$ cat src/rtl/bpa_pkg.sv
// Shared constants, codes and types of the bitmap page allocator.
// Used by the controller, the output register, the top level and the checker.
// No dependencies.
`timescale 1ns / 1ps

package bpa_pkg;

	// Sizing of the managed memory
	localparam int MAX_PAGES     = 262144;
	localparam int PAGE_BYTES    = 4096;
	localparam int RESERVED_BASE = 2097152;

	localparam int PAGE_SHIFT = $clog2(PAGE_BYTES);
	localparam int MAP_WORDS  = (MAX_PAGES + 31) / 32;
	localparam int MAP_AW     = $clog2(MAP_WORDS);
	localparam int WCNT_W     = $clog2(MAP_WORDS + 1);
	localparam int CNT_W      = $clog2(MAX_PAGES + 1);
	localparam int ADDR_W     = 32;
	localparam int PN_W       = ADDR_W - PAGE_SHIFT;
	localparam int PIDX_W     = MAP_AW + 5;
	localparam int KB_W       = 22;
	localparam int MB_W       = 11;
	localparam int MB_SHIFT   = 8;
	localparam int CMD_W      = 2;
	localparam int STAT_W     = 2;
	localparam int IN_W       = 40;
	localparam int OUT_W      = STAT_W + ADDR_W + CNT_W + MB_W;

	// Command codes
	localparam logic [CMD_W-1:0] CMD_ALLOC = 2'd0;
	localparam logic [CMD_W-1:0] CMD_FREE  = 2'd1;
	localparam logic [CMD_W-1:0] CMD_INIT  = 2'd2;

	// Status codes
	localparam logic [STAT_W-1:0] STAT_OK      = 2'd0;
	localparam logic [STAT_W-1:0] STAT_NO_FREE = 2'd1;
	localparam logic [STAT_W-1:0] STAT_IGNORED = 2'd2;

	typedef enum logic [2:0] {
		ST_IDLE,
		ST_PREP,
		ST_INIT,
		ST_SCAN,
		ST_FREE_RD,
		ST_FREE_CHK,
		ST_RESP
	} state_t;

	// Result beat, status in the lowest bits
	typedef struct packed {
		logic [MB_W-1:0]   free_megabytes;
		logic [CNT_W-1:0]  free_pages;
		logic [ADDR_W-1:0] alloc_address;
		logic [STAT_W-1:0] status;
	} res_t;

	// Bitmap memory request from the controller
	typedef struct packed {
		logic              we;
		logic [MAP_AW-1:0] waddr;
		logic [31:0]       wdata;
		logic              re;
		logic [MAP_AW-1:0] raddr;
	} map_req_t;

endpackage

$ cat src/rtl/bpa_out_reg.sv
// Output register of the result channel; frees the controller from the consumer.
// Depends on bpa_pkg.
`timescale 1ns / 1ps

module bpa_out_reg (
	input  logic                      clk,
	input  logic                      arst_n,
	input  logic                      load,
	input  bpa_pkg::res_t             res,
	output logic                      slot_free,
	output logic                      m_tvalid,
	input  logic                      m_tready,
	output logic [bpa_pkg::OUT_W-1:0] m_tdata
);
	import bpa_pkg::*;

	logic valid_q;
	res_t data_q;

	assign slot_free = !valid_q || m_tready;

	// Hold valid until the beat is taken
	always_ff @(posedge clk or negedge arst_n) begin
		if (!arst_n) begin
			valid_q <= 1'b0;
		end else if (load) begin
			valid_q <= 1'b1;
		end else if (m_tready) begin
			valid_q <= 1'b0;
		end
	end

	// Capture the result beat
	always_ff @(posedge clk) begin
		if (load) begin
			data_q <= res;
		end
	end

	assign m_tvalid = valid_q;
	assign m_tdata  = OUT_W'(data_q);

endmodule

$ cat config.mk
export PLATFORM = sky130hd
export DESIGN_NAME = bpa_out_reg
export DESIGN_NICKNAME = d
export VERILOG_FILES = /design/src/rtl/bpa_pkg.sv /design/src/rtl/bpa_out_reg.sv
export SDC_FILE = /design/constraint.sdc
export NUM_CORES = 1
export LEC_CHECK = 0
export ABC_AREA = 1
export BUFFER_PORTS_ARGS = -buffer_cell sky130_fd_sc_hd__buf_2
export CORE_ASPECT_RATIO = 0.75
export CORE_MARGIN = 3
export CORE_UTILIZATION = 40
export DETAILED_ROUTE_END_ITERATION = 7
export GPL_ROUTABILITY_DRIVEN = 1
export MAX_ROUTING_LAYER = met4
export PLACE_DENSITY = 0.78
export SYNTH_ARGS = -nofsm -noshare
export SYNTH_HDL_FRONTEND = slang
export SYNTH_SLANG_ARGS = --single-unit
$ cat constraint.sdc
create_clock -name clk -period 0.8 [get_ports clk]
set_input_delay 0.12 -clock clk [delete_from_list [all_inputs] [get_ports clk]]
set_output_delay 0.12 -clock clk [all_outputs]
set_load 0.01 [all_outputs]
==> impl_metrics.ini <==
[run_status]
outcome = finished with violations
violations = setup timing

[timing]
fmax_ghz = 0.978
skew_ns = 0
setup_viol = 66
worst_slew_pin_slew_ns = 0.184
report.final.slew_viol_count = 0
rsz0062_at_grt = yes
period_share = 1.28
period_needed_ns = 1.02
fin_ws_ns = -0.223
max_slew_margin = 0.877
hold_violations = 0

[logic_synthesis]
synthDistinctLibCells = 4
synthXorXnorAreaFrac = 0
synthMuxAreaShare = 0
synth_warnings = 0
synth_area_um2 = 1970
netlist_instances = 69
synthAdderAreaFrac = 0
synth_compound_area_frac = 0
ys_ff_latch = 65
synthesis.nets = 137
synth_simple_gate_area_frac = 0.00636
syn_avg_cell_area_um2 = 28.5
synth_top_family_by_area = simple AND/OR/NAND/NOR gates
yosysSeqAreaShare = 0.990

[clock_tree]
clk-insertion-delay-late_ns = 0.32
cts_buffer_depth = 2
cts_tree = yes
cts_sinks = 65
clk_pin_slew_ns = 0.07
root_buffer = clkbuf_8
cts_made_buffers = 9
htree_num_levels = 3

[finish]
final_cells = 343
layout-drive-gt1-share = 0.531
final_area_um2 = 3620
n_antenna_cell = 0
fin_nets = 349
final_cell_mix = buf_2 (131), dlygate4sd3_1 (65), edfxtp_1 (64)
fillerInstances = 247
area_delta_synth_final_pct = 84.2
final_common_cell = buf_2

[detailed_routing]
post_drt_wl_per_cell_um = 15.9
vias = 1519
dr.first_iter.drc_count = 74
wirelength_um = 5460
antenna_left = 0
viasPerCell = 4.43
drc = 0
first_pass_iters = 4

[critical_path]
crit_path_end_kind = output pin
crit_start = m_tvalid$_DFFE_PN0P_
cp-endpoint = slot_free
critPathArrivalTime_ns = 0.90
r2r_end = m_tvalid$_DFFE_PN0P_
ff2ff_setup_slack_ns = 0.07
cp_max_fo = 2
r2r_cells = 3
worst_ep_required_time_ns = 0.68
crit_type = reg -> out
r2r_start = m_tvalid$_DFFE_PN0P_
crit_path_start_kind = flop

[global_route]
antenna_found_initial = 0
grt_max_degree = 35
grt-ovfl-total = 0
grt.total_usage = 0.201
grt_pass1_vias = 1658
grt_pass1_wl_um = 7940

[floorplan]
start_util = 0.428
die_h_um = 66.7
die_w_um = 87.0
core_um2 = 4600
boundaryPins = 134
fp-row-count = 21
dieArea_um2 = 5800

[power_and_ir_drop]
power_density_nw_per_um2 = 2170
p_leak_nw = 1.58
power.total_mw = 7.84
peakVddDrop_mv = 1.38

[place]
io_buffers = 133
gp_congestion = 0.664
dp.cells = 261
placed_area_um2 = 2740

[hold_path]
hold_path.class = in -> async

[flow_run]
drv_cap = 0
[metrics by stage]
stage | setup slack, ns | setup TNS (ns) | utilization | hold WS, ns
after global routing | -0.271 | -13.49 | 0.788 | 0.0973
after global placement | 0.0116 | 0 | 0.597 | -0.102
after floorplan | 0.127 | 0 | - | -0.176
final | -0.223 | -10.29 | 0.788 | 0.122
after detailed placement | -0.0140 | -0.377 | 0.597 | -0.105
after CTS | -0.219 | -11.40 | 0.786 | 0.0708
[routing by layer]
layer / wire length, um / track usage
met1: 2060 / 0.217
met2: 2740 / 0.338
met3: 594 / 0.0791
met4: 68 / 0.0759
met5: 0 / -
[where the power goes]
| group | internal [mW] | switching, mW |
|---|---|---|
| sequential | 4.04 | 0.0725 |
| clock | 1.69 | 1.10 |
| combinational | 0.525 | 0.418 |
[worst max-delay path, cell delays in order (launching register included)]
cell	delay, ns
dfrtp_1	0.39
nand2_2	0.08
buf_6	0.10
[synthesized netlist by cell type]
cell type | instances | area [um2]
nand2_2 | 2 | 12.5
edfxtp_1 | 64 | 1920
dfrtp_1 | 1 | 25.0
inv_1 | 2 | 7.51
[cells by family after synthesis]
family                 after synthesis
buffers and inverters                2
flip-flops                          65
AND/OR/NAND/NOR                      2
[registers in the layout, summed over array words and instances (netlist names)]
register	cells
m_tdata	64
m_tvalid	1
[final cells by class]
| type | count | area, um2 | share of cell area |
|---|---|---|---|
| Tap cell | 57 | 71.3 | 0.0197 |
| Clock buffer | 14 | 173 | 0.0477 |
| Sequential cell | 65 | 1950 | 0.537 |
| Inverter | 2 | 7.51 | 0.00207 |
| Clock inverter | 2 | 35.0 | 0.00967 |
| Timing Repair Buffer | 201 | 1380 | 0.380 |
| Multi-Input combinational cell | 2 | 12.5 | 0.00345 |
[how the worst min path moves through the flow]
stage               startpoint                    to  slack, ns
floorplan               arst_n  m_tvalid$_DFFE_PN0P_      -0.18
global placement        arst_n  m_tvalid$_DFFE_PN0P_      -0.10
detailed placement      arst_n  m_tvalid$_DFFE_PN0P_      -0.10
CTS                     arst_n  m_tvalid$_DFFE_PN0P_       0.07
global route            arst_n  m_tvalid$_DFFE_PN0P_        0.1
finish                  arst_n  m_tvalid$_DFFE_PN0P_       0.12
[timing repair]
item	4_1_cts	5_1_grt
pin swaps	1	0
endpoints found under the setup margin	66	66
gates resized for setup	1	1
buffers inserted	1	0
hold buffers	65	0
hold endpoints to repair	65	0
Power figures use the tool's default switching activity.
