File: src/rtl/bpa_pkg.sv
// Shared constants, codes and types of the bitmap page allocator.
// Used by the controller, the output register, the top level and the checker.
// No dependencies.
`timescale 1ns / 1ps

package bpa_pkg;

	// Sizing of the managed memory
	localparam int MAX_PAGES     = 262144;
	localparam int PAGE_BYTES    = 4096;
	localparam int RESERVED_BASE = 2097152;

	localparam int PAGE_SHIFT = $clog2(PAGE_BYTES);
	localparam int MAP_WORDS  = (MAX_PAGES + 31) / 32;
	localparam int MAP_AW     = $clog2(MAP_WORDS);
	localparam int WCNT_W     = $clog2(MAP_WORDS + 1);
	localparam int CNT_W      = $clog2(MAX_PAGES + 1);
	localparam int ADDR_W     = 32;
	localparam int PN_W       = ADDR_W - PAGE_SHIFT;
	localparam int PIDX_W     = MAP_AW + 5;
	localparam int KB_W       = 22;
	localparam int MB_W       = 11;
	localparam int MB_SHIFT   = 8;
	localparam int CMD_W      = 2;
	localparam int STAT_W     = 2;
	localparam int IN_W       = 40;
	localparam int OUT_W      = STAT_W + ADDR_W + CNT_W + MB_W;

	// Command codes
	localparam logic [CMD_W-1:0] CMD_ALLOC = 2'd0;
	localparam logic [CMD_W-1:0] CMD_FREE  = 2'd1;
	localparam logic [CMD_W-1:0] CMD_INIT  = 2'd2;

	// Status codes
	localparam logic [STAT_W-1:0] STAT_OK      = 2'd0;
	localparam logic [STAT_W-1:0] STAT_NO_FREE = 2'd1;
	localparam logic [STAT_W-1:0] STAT_IGNORED = 2'd2;

	typedef enum logic [2:0] {
		ST_IDLE,
		ST_PREP,
		ST_INIT,
		ST_SCAN,
		ST_FREE_RD,
		ST_FREE_CHK,
		ST_RESP
	} state_t;

	// Result beat, status in the lowest bits
	typedef struct packed {
		logic [MB_W-1:0]   free_megabytes;
		logic [CNT_W-1:0]  free_pages;
		logic [ADDR_W-1:0] alloc_address;
		logic [STAT_W-1:0] status;
	} res_t;

	// Bitmap memory request from the controller
	typedef struct packed {
		logic              we;
		logic [MAP_AW-1:0] waddr;
		logic [31:0]       wdata;
		logic              re;
		logic [MAP_AW-1:0] raddr;
	} map_req_t;

endpackage

File: src/rtl/bpa_ctrl.sv
// Command sequencer of the page allocator: init sweep, first-fit scan, free check.
// Depends on bpa_pkg; drives the bitmap RAM and the output register.
`timescale 1ns / 1ps

module bpa_ctrl (
	input  logic                       clk,
	input  logic                       arst_n,
	input  logic                       cfg_we,
	input  logic [bpa_pkg::KB_W-1:0]   cfg_wdata,
	input  logic                       in_valid,
	output logic                       in_ready,
	input  logic [bpa_pkg::CMD_W-1:0]  in_cmd,
	input  logic [bpa_pkg::ADDR_W-1:0] in_addr,
	input  logic                       out_free,
	output logic                       res_load,
	output bpa_pkg::res_t              res,
	output bpa_pkg::map_req_t          map_req,
	input  logic [31:0]                map_rdata
);
	import bpa_pkg::*;

	// Isolate the lowest zero bit of a word as a one-hot mask
	function automatic logic [31:0] low_zero(input logic [31:0] v);
		logic [31:0] inv;
		inv = ~v;
		return inv & (~inv + 32'd1);
	endfunction

	// Encode a one-hot mask to its bit index
	function automatic logic [4:0] onehot_idx(input logic [31:0] oh);
		logic [4:0] idx;
		idx = '0;
		for (int j = 0; j < 32; j++) begin
			if (oh[j]) begin
				idx = idx | 5'(j);
			end
		end
		return idx;
	endfunction

	state_t state_q, state_d;

	logic [KB_W-1:0]   upper_kb_q;
	logic [CNT_W-1:0]  page_count_q;
	logic [CNT_W-1:0]  free_count_q;
	logic [WCNT_W-1:0] words_q;
	logic [PN_W-1:0]   res_end_q;
	logic [MAP_AW-1:0] idx_q;
	logic [WCNT_W-1:0] issue_q;
	logic              vld_s1;
	logic [MAP_AW-1:0] w_s1;
	logic [PN_W-1:0]   pn_q;
	logic [STAT_W-1:0] status_q;
	logic [ADDR_W-1:0] alloc_q;

	logic              accept;
	logic [KB_W:0]     total_kb;
	logic [KB_W+10:0]  total_bytes;
	logic [KB_W+10:0]  pages_raw;
	logic [CNT_W-1:0]  page_count_n;
	logic [WCNT_W-1:0] words_c;
	logic [31:0]       res_bytes;
	logic [PN_W-1:0]   res_end_c;
	logic [CNT_W-1:0]  free_init_c;
	logic [31:0]       sweep_word;
	logic              issue;
	logic              scan_hit;
	logic              scan_empty;
	logic [31:0]       hit_mask;
	logic [PIDX_W-1:0] hit_page;
	logic              hit_fits;
	logic              free_in_range;
	logic [31:0]       free_mask;
	logic              free_used;

	assign accept = in_valid && in_ready;

	// Size the map from the configured memory
	assign total_kb     = (KB_W+1)'(upper_kb_q) + (KB_W+1)'(1024);
	assign total_bytes  = {total_kb, 10'b0};
	assign pages_raw    = total_bytes >> PAGE_SHIFT;
	assign page_count_n = (pages_raw > (KB_W+11)'(MAX_PAGES)) ? CNT_W'(MAX_PAGES)
	                                                          : CNT_W'(pages_raw);

	// Reserved region end and initial free count
	assign words_c     = WCNT_W'(((CNT_W+1)'(page_count_q) + (CNT_W+1)'(31)) >> 5);
	assign res_bytes   = 32'(RESERVED_BASE) + (32'(words_c) << 2) + 32'(PAGE_BYTES - 1);
	assign res_end_c   = PN_W'(res_bytes >> PAGE_SHIFT);
	assign free_init_c = (res_end_c < PN_W'(page_count_q))
	                   ? CNT_W'(PN_W'(page_count_q) - res_end_c) : '0;

	// Build one bitmap word of the init sweep: free inside the window, else used
	always_comb begin
		logic [PIDX_W-1:0] p;
		sweep_word = '1;
		for (int b = 0; b < 32; b++) begin
			p = {idx_q, 5'(b)};
			if ((PN_W'(p) >= res_end_q) && (PN_W'(p) < PN_W'(page_count_q))) begin
				sweep_word[b] = 1'b0;
			end
		end
	end

	// First-fit scan over the words in use
	assign issue      = (issue_q < words_q);
	assign scan_hit   = vld_s1 && (map_rdata != '1);
	assign scan_empty = !vld_s1 && !issue;
	assign hit_mask   = low_zero(map_rdata);
	assign hit_page   = {w_s1, onehot_idx(hit_mask)};
	assign hit_fits   = (32'(hit_page) < 32'(page_count_q));

	// Free request check
	assign free_in_range = (32'(pn_q) < 32'(page_count_q));
	assign free_mask     = 32'd1 << pn_q[4:0];
	assign free_used     = map_rdata[pn_q[4:0]];

	// Next state
	always_comb begin
		state_d = state_q;
		unique case (state_q)
			ST_IDLE: begin
				if (accept) begin
					unique case (in_cmd)
						CMD_ALLOC: state_d = ST_SCAN;
						CMD_FREE:  state_d = ST_FREE_RD;
						CMD_INIT:  state_d = ST_PREP;
						default:   state_d = ST_RESP;
					endcase
				end
			end
			ST_PREP:     state_d = ST_INIT;
			ST_INIT:     if (idx_q == MAP_AW'(MAP_WORDS - 1)) state_d = ST_RESP;
			ST_SCAN:     if (scan_hit || scan_empty) state_d = ST_RESP;
			ST_FREE_RD:  state_d = free_in_range ? ST_FREE_CHK : ST_RESP;
			ST_FREE_CHK: state_d = ST_RESP;
			ST_RESP:     if (out_free) state_d = ST_IDLE;
			default:     state_d = ST_IDLE;
		endcase
	end

	// Handshake and memory controls
	always_comb begin
		in_ready = 1'b0;
		res_load = 1'b0;
		map_req  = '0;
		unique case (state_q)
			ST_IDLE: in_ready = 1'b1;
			ST_INIT: begin
				map_req.we    = 1'b1;
				map_req.waddr = idx_q;
				map_req.wdata = sweep_word;
			end
			ST_SCAN: begin
				map_req.re    = issue;
				map_req.raddr = issue_q[MAP_AW-1:0];
				map_req.we    = scan_hit && hit_fits;
				map_req.waddr = w_s1;
				map_req.wdata = map_rdata | hit_mask;
			end
			ST_FREE_RD: begin
				map_req.re    = free_in_range;
				map_req.raddr = pn_q[PIDX_W-1:5];
			end
			ST_FREE_CHK: begin
				map_req.we    = free_used;
				map_req.waddr = pn_q[PIDX_W-1:5];
				map_req.wdata = map_rdata & ~free_mask;
			end
			ST_RESP: res_load = out_free;
			default: ;
		endcase
	end

	// Control state and counters
	always_ff @(posedge clk or negedge arst_n) begin
		if (!arst_n) begin
			state_q      <= ST_IDLE;
			upper_kb_q   <= '0;
			page_count_q <= '0;
			free_count_q <= '0;
			words_q      <= '0;
			idx_q        <= '0;
			issue_q      <= '0;
			vld_s1       <= 1'b0;
		end else begin
			state_q <= state_d;
			if (cfg_we) begin
				upper_kb_q <= cfg_wdata;
			end
			unique case (state_q)
				ST_IDLE: begin
					issue_q <= '0;
					vld_s1  <= 1'b0;
					if (accept && (in_cmd == CMD_INIT)) begin
						page_count_q <= page_count_n;
					end
				end
				ST_PREP: begin
					words_q      <= words_c;
					free_count_q <= free_init_c;
					idx_q        <= '0;
				end
				ST_INIT: idx_q <= idx_q + MAP_AW'(1);
				ST_SCAN: begin
					vld_s1 <= issue;
					if (issue) begin
						issue_q <= issue_q + WCNT_W'(1);
					end
					if (scan_hit && hit_fits && (free_count_q != '0)) begin
						free_count_q <= free_count_q - CNT_W'(1);
					end
				end
				ST_FREE_CHK: begin
					if (free_used) begin
						free_count_q <= free_count_q + CNT_W'(1);
					end
				end
				default: ;
			endcase
		end
	end

	// Command payload and result fields
	always_ff @(posedge clk) begin
		unique case (state_q)
			ST_IDLE: begin
				if (accept) begin
					status_q <= STAT_OK;
					alloc_q  <= '0;
					pn_q     <= PN_W'(in_addr >> PAGE_SHIFT);
				end
			end
			ST_PREP: res_end_q <= res_end_c;
			ST_SCAN: begin
				w_s1 <= issue_q[MAP_AW-1:0];
				if (scan_hit) begin
					if (hit_fits) begin
						alloc_q <= ADDR_W'(hit_page) << PAGE_SHIFT;
					end else begin
						status_q <= STAT_NO_FREE;
					end
				end else if (scan_empty) begin
					status_q <= STAT_NO_FREE;
				end
			end
			ST_FREE_RD: if (!free_in_range) status_q <= STAT_IGNORED;
			ST_FREE_CHK: if (!free_used) status_q <= STAT_IGNORED;
			default: ;
		endcase
	end

	// Result beat
	assign res.status         = status_q;
	assign res.alloc_address  = alloc_q;
	assign res.free_pages     = free_count_q;
	assign res.free_megabytes = MB_W'(free_count_q >> MB_SHIFT);

endmodule

File: config.mk
export PLATFORM = sky130hd
export DESIGN_NAME = bpa_ctrl
export DESIGN_NICKNAME = d
export VERILOG_FILES = /design/src/rtl/bpa_pkg.sv /design/src/rtl/bpa_ctrl.sv
export SDC_FILE = /design/constraint.sdc
export NUM_CORES = 1
export LEC_CHECK = 0
export ABC_AREA = 1
export BUFFER_PORTS_ARGS = -buffer_cell sky130_fd_sc_hd__buf_2
export CORE_UTILIZATION = 40
export CTS_CLUSTER_SIZE = 14
export DETAILED_ROUTE_END_ITERATION = 6
export PLACE_DENSITY_LB_ADDON = 0.12
export SYNTH_ARGS = -nofsm -noshare
export SYNTH_HDL_FRONTEND = slang
export SYNTH_SLANG_ARGS = --single-unit
export TNS_END_PERCENT = 50
File: constraint.sdc
create_clock -name clk -period 5.48 [get_ports clk]
set_input_delay 0.822 -clock clk [delete_from_list [all_inputs] [get_ports clk]]
set_output_delay 0.822 -clock clk [all_outputs]
set_load 0.005 [all_outputs]
==> run_results.csv, run 1 <==
group,metric,value,unit
outcome,status,"complete, no violations",
placed_design,post_dp_cell_area,14720,sq um
routing,met2_length,23.13,mm
routing,vias_per_cell,5.549,
routing,highest_layer,"met4",
placed_design,placedCellCount,2431,
logic_synthesis,synth_ff_type,"dfrtp_1",
power,seqPwrFrac,25.2,%
setup_path,crit_top_cell,"nand2_1",
setup_path,slowest_stage,"nor3_2",
sta,tns,0,ns
power,p_int,3.797,mW
sta,setup_ws,0.4177,ns
routing,drcViolationCount,0,
sta,finalHoldViolCount,0,
grt,grt_antenna_before_repair,0,
sta,max_clock_freq,197.5,MHz
setup_path,cp.required,4.66,ns
setup_path,crit_arrival,4.24,ns
logic_synthesis,synth_compound_area_share,16.63,%
setup_path,cp-start-kind,"input port",
logic_synthesis,synthMuxAreaShare,0.9960,%
finish,fin_area,15360,sq um
sta,rsz0062_at_grt,"no",
min_path,hold_path_class,"input port to asynchronous set/reset pin",
sta,finalSetupViolCount,0,
finish,final_cell_mix,"nand2_1 (351), inv_1 (231), buf_2 (189), o21ai_0 (183), nor2_1 (155)",
power,p_clk_share,17.2,%
clock_network,htreeDepth,4,
setup_path,end_kind,"output port",
power,swShare,49.73,%
placed_design,gp_congestion,0.9441,
sta,period_share,92.38,%
routing,dr.pass1.iters,5,
finish,mostFrequentLayoutCell,"nand2_1",
setup_path,critPathMaxStageDelay,0.26,ns
sta,drv_slew,0,
routing,wl_per_cell,20.20,um
logic_synthesis,synth-simple-area-share,28.57,%
clock_network,clkTransAtPathRegs,0.07,ns
clock_network,cts_tree,"yes",
routing,routed_wl,49.75,mm
clock_network,cts_sinks,161,
logic_synthesis,yosys_warnings,0,
die,dieHeight,185.3,um
logic_synthesis,syn-cell-area,13440,sq um
finish,stdcell_count,2463,
logic_synthesis,ys_ff_latch,161,
die,dieArea,34340,sq um
clock_network,cts_buffers,17,
routing,detail-route-antenna-nets,0,
finish,antennaDiodeCount,0,
logic_synthesis,async_flop_share,63.98,%
logic_synthesis,seq_area_frac_synth,32.13,%
sta,slew_headroom,24.36,%
logic_synthesis,synthAdderAreaFrac,8.955,%
sta,min_period,5.062,ns
routing,first_iter_violations,1073,
power,p_leak,7.249,nW
die,die_w,185.3,um
sta,skew,0.01407,ns
clock_network,clk_latency,0.45,ns
routing,wl_met3,2.617,mm
finish,nNetsFinal,2196,
placed_design,portBuffers,190,
grt,track_usage,29.34,%
die,rows,66,
finish,num-fill-cells,3379,
logic_synthesis,synth_edf_count,58,
clock_network,clockBufferDepth,2,
logic_synthesis,syn_inst,1847,
power,finalPower,7.553,mW
finish,drive_above_1_share,15.49,%
finish,utilization,46.85,%
logic_synthesis,ys_types,64,
routing,wl_met1,22.65,mm
grt,grt_pass1_vias,12870,
finish,syn_to_final_growth,14.27,%
die,design.portCount,219,
power,switching_power,3.756,mW
clock_network,root_buffer,"clkbuf_16",
routing,via_count,13670,
setup_path,critPathKind,"input port to output port",
placed_design,hpwlAfterDp,38.64,mm
logic_synthesis,synth_area_per_cell,7.278,sq um
die,core,32780,sq um
setup_path,crit_path_cell_trace,"buf_2 -> nand2_1 -> nor2_1 -> nand3_1 -> nor3_2 -> nand2_1 -> nor3_2 -> nand2_1 -> nor3_1 -> inv_1 -> o22ai_1 -> nor3_1 -> nand2_1 -> ha_1 -> a21oi_1 -> o21ai_0 -> nand2_1 -> a31o_2 -> nand3_1 -> nor2_1 -> nand2_1 -> nand3_1 -> buf_2",
grt,grt_max_degree,64,
sta,worst_pin_slew,1.125,ns
clock_network,postCtsHoldBufs,0,
power,p_per_area,491.8,nW/um^2
logic_synthesis,synth_top_family_by_area,"simple AND/OR/NAND/NOR gates",
power,ir_worst_vdd,268.7,uV
grt,grt_pass1_wl,75.56,mm
sta,whs,0.4909,ns
job,maxCapViolCount,0,
power,pwr-share-comb,57.5,%
die,start_util,41.00,%
placed_design,pre_cts_ws,0.4586,ns
logic_synthesis,synth-xor-area-share,2.737,%
setup_path,critPathMaxFanout,5,
grt,grt_overflow,0,
[Yosys cell counts (3+ instances only)]
library cell | instances | share of area (%)
a211oi_1 | 4 | 0.22
a21o_1 | 3 | 0.17
a21oi_1 | 98 | 3.6
a221o_1 | 13 | 0.97
a221oi_1 | 4 | 0.26
a31oi_1 | 13 | 0.61
a32o_1 | 3 | 0.22
buf_1 | 3 | 0.084
buf_4 | 27 | 1.5
buf_6 | 3 | 0.25
clkbuf_1 | 40 | 1.1
clkinv_1 | 7 | 0.20
dfrtp_1 | 103 | 19
edfxtp_1 | 58 | 13
ha_1 | 93 | 8.7
inv_1 | 231 | 6.5
inv_2 | 3 | 0.084
mux2_2 | 11 | 0.92
nand2_1 | 351 | 9.8
nand2_2 | 6 | 0.28
nand2_4 | 5 | 0.42
nand3_1 | 148 | 5.5
nand3_2 | 16 | 1.2
nand4_1 | 34 | 1.6
nor2_1 | 159 | 4.4
nor2_2 | 7 | 0.33
nor2_4 | 7 | 0.59
nor3_1 | 56 | 2.1
nor3_2 | 6 | 0.45
nor4_1 | 22 | 1.0
o211ai_1 | 16 | 0.89
o21ai_0 | 185 | 6.9
o22ai_1 | 21 | 0.98
o311ai_0 | 3 | 0.20
o31ai_1 | 9 | 0.50
xnor2_1 | 6 | 0.39
xor2_1 | 36 | 2.3
[repair_timing]
action                                 in CTS  in global routing
endpoints found under the hold margin       0                  0
buffers inserted                            0                  0
resized for setup                           0                  1
setup endpoints to repair                   0                  2
[sequential cells by signal (all words and copies together), names as in the netlist, 13 cells and up]
register and count:
alloc_q 18, free_count_q 19, idx_q 13, issue_q 14, page_count_q 19, pn_q 20, upper_kb_q 20, w_s1 13
words_q 14
[power by group through the flow]
stage / clock [mW] / sequential, mW / combinational (mW)
after floorplan: 0 / 1.78 / 2.80
after global placement: 0 / 1.92 / 4.25
after detailed placement: 0 / 1.92 / 4.29
after CTS: 1.32 / 1.90 / 4.32
after global routing: 1.37 / 1.94 / 4.87
final: 1.30 / 1.91 / 4.35
[routing by layer]
layer / vias to the layer above / track usage (%)
met5: - / 0
met1: 6515 / 39.91
met3: 61 / 3.539
met2: 468 / 48.09
met4: 0 / 9.554
li1: 6622 / -
[worst max-delay path: cells and delay by family]
kind	cells	cell delay, ns
adders and majority gates	1	0.24
and+or+nand+nor	15	2.32
buffers and inverters	3	0.34
AOI/OAI and AO/OA	4	0.50
[cell families after synthesis]
| family | count (synthesis) |
|---|---|
| adders and majority gates | 95 |
| muxes | 12 |
| buffers and inverters | 318 |
| other | 1 |
| DFF | 161 |
| AOI/OAI and AO/OA | 389 |
| and+or+nand+nor | 829 |
| xor gates and xnor gates | 42 |
[worst paths after layout]
path                                     to  cells past startpoint  slack [ns]             from
min in group clk                 words_q[0]                      2        0.49       words_q[0]
min                        page_count_q[11]                      1        0.49           arst_n
max in group asynchronous        issue_q[3]                      2        3.88           arst_n
max reg2reg                free_count_q[16]                     29        0.65  page_count_q[2]
max                             map_req[59]                     23        0.42     map_rdata[5]
min reg2reg                      words_q[0]                      2        0.49       words_q[0]
[area by class of cell]
| cell class | count | area (sq um) | area share, % |
|---|---|---|---|
| clock buffer | 24 | 555.5 | 3.617 |
| clock inverter | 8 | 86.33 | 0.5621 |
| timing repair buffer | 206 | 1074 | 6.989 |
| inverter | 241 | 904.6 | 5.890 |
| tap | 442 | 553.0 | 3.601 |
| sequential | 161 | 4319 | 28.12 |
| multi-input combinational | 1381 | 7868 | 51.22 |
Note: power is estimated with default switching activity, not from simulation.
==> inputs of run 2 (changes only) <==
--- a/config.mk
+++ b/config.mk
@@ -7,6 +7,7 @@
 export LEC_CHECK = 0
 export ABC_AREA = 1
 export BUFFER_PORTS_ARGS = -buffer_cell sky130_fd_sc_hd__buf_2
+export CORE_MARGIN = 3
 export CORE_UTILIZATION = 40
 export CTS_CLUSTER_SIZE = 14
 export DETAILED_ROUTE_END_ITERATION = 6
==> run_results.csv, run 2 (synthesized netlist as in run 1, its figures left out) <==
group,metric,value,unit
grt,grt_max_degree,70,
routing,dr.pass1.iters,5,
finish,mostFrequentLayoutCell,"nand2_1",
min_path,hold_depth,2,
setup_path,worst_r2r_endpoint,"free_count_q[16]",
die,design.portCount,219,
finish,final_cell_mix,"nand2_1 (351), inv_1 (231), buf_2 (189), o21ai_0 (183), nor2_1 (155)",
clock_network,cts_tree,"yes",
power,ir_worst_vdd,300.3,uV
die,die_w,189.3,um
grt,grt_pass1_wl,74.64,mm
clock_network,cts_sinks,161,
routing,first_iter_violations,1163,
setup_path,r2r_slack,0.69,ns
sta,finalHoldViolCount,0,
sta,min_period,5.050,ns
die,rows,66,
sta,finalSetupViolCount,0,
finish,stdcell_count,2460,
routing,routed_wl,48.75,mm
sta,rsz0062_at_grt,"no",
sta,max_clock_freq,198.0,MHz
min_path,min_to,"words_q[9]",
routing,wl_per_cell,19.82,um
finish,nNetsFinal,2193,
job,maxCapViolCount,0,
die,dieHeight,189.3,um
routing,via_count,13690,
placed_design,hpwlAfterDp,38.40,mm
finish,antennaDiodeCount,0,
sta,skew,0.01764,ns
setup_path,critPathKind,"input port to output port",
clock_network,root_buffer,"clkbuf_16",
sta,tns,0,ns
outcome,status,"complete, no violations",
min_path,min-delay-start,"words_q[9]",
setup_path,worstReg2RegStart,"page_count_q[1]",
setup_path,crit_arrival,4.23,ns
grt,grt_pass1_vias,12940,
routing,detail-route-antenna-nets,0,
grt,grt_overflow,0,
clock_network,clk_latency,0.45,ns
placed_design,gp_congestion,0.9508,
die,start_util,40.90,%
clock_network,post_cts_buffers,0,
routing,vias_per_cell,5.565,
finish,drive_above_1_share,15.11,%
power,p_per_area,487.8,nW/um^2
routing,drcViolationCount,0,
clock_network,clkTransAtPathRegs,0.06,ns
clock_network,htreeDepth,4,
setup_path,end_kind,"output port",
placed_design,placedCellCount,2428,
die,dieArea,35840,sq um
sta,whs,0.4918,ns
die,core,32870,sq um
setup_path,reg2regPathDepth,29,
finish,syn_to_final_growth,13.70,%
sta,period_share,92.16,%
grt,track_usage,26.78,%
clock_network,cts_buffers,17,
setup_path,cp.required,4.66,ns
grt,grt_antenna_before_repair,0,
clock_network,postCtsHoldBufs,0,
clock_network,clockBufferDepth,2,
finish,reg.largest.list,"pn_q: 20 flops, upper_kb_q: 20 flops",
setup_path,critPathMaxFanout,5,
sta,worst_pin_slew,1.163,ns
power,finalPower,7.456,mW
sta,slew_headroom,22.42,%
min_path,hold_path_class,"flip-flop to flip-flop",
setup_path,cp-start-kind,"input port",
sta,drv_slew,0,
placed_design,portBuffers,190,
power,p_leak,7.198,nW
-- run 2: layout make-up --
class                   count  area [sq um]
repair buffers            203          1051
fillers                  3476         17580
inverters                 241         904.6
flip-flops and latches    161          4319
well taps                 442         553.0
multi-input cells        1381          7863
clock inverters            13         160.2
clock buffers              19         432.9
-- run 2: worst max-delay path, stage by stage --
cell and delay [ns]:
buf_2 0.12, nand2_1 0.13, nor2_1 0.26, nand3_1 0.17, nor3_2 0.22, nand2_1 0.18, nor3_2 0.28, nand2_1 0.15
nor3_1 0.15, inv_1 0.08, o22ai_1 0.11, nor3_1 0.07, nand2_1 0.09, ha_1 0.24, a21oi_1 0.16, o21ai_0 0.10
nand2_1 0.06, a31o_2 0.13, nand3_1 0.09, nor2_1 0.21, nand2_1 0.14, nand3_1 0.14, buf_2 0.14
-- run 2: layer usage --
metal | GRT usage [%] | vias to the layer above | routed length (um)
met5 | 0 | - | 0
met4 | 8.502 | 0 | 1370
met3 | 3.851 | 72 | 3201
met2 | 44.51 | 524 | 22920
met1 | 36.12 | 6473 | 21260
li1 | - | 6620 | -
-- run 2: repair_timing --
action                                  in CTS  in global routing
endpoints found under the hold margin        0                  0
resized for setup                            0                  1
endpoints found under the setup margin       0                  3
-- run 2: worst max path at each step --
stage	start	endpoint	cells after the start
after floorplan	map_rdata[5]	alloc_q[12]	21
after global placement	map_rdata[5]	map_req[59]	23
after detailed placement	map_rdata[5]	map_req[59]	23
after CTS	map_rdata[5]	map_req[59]	23
after global routing	page_count_q[2]	free_count_q[12]	30
final	map_rdata[5]	map_req[59]	23
-- run 2: power breakdown --
| group | leakage, nW | internal [mW] | switching, mW |
|---|---|---|---|
| sequential | 1.88 | 1.54 | 0.364 |
| combinational | 5.04 | 1.49 | 2.83 |
| clock | 0.279 | 0.716 | 0.520 |
-- run 2: per-stage QoR --
stage               instance area, sq um  worst slack [ns]  utilization, %
detailed placement                 14690            0.4568           44.70
finish                             15280            0.4297           46.50
CTS                                15280            0.4574           46.50
floorplan                          13490             1.264               -
global route                       15280           0.05829           46.50
global placement                   14690            0.4701           44.70
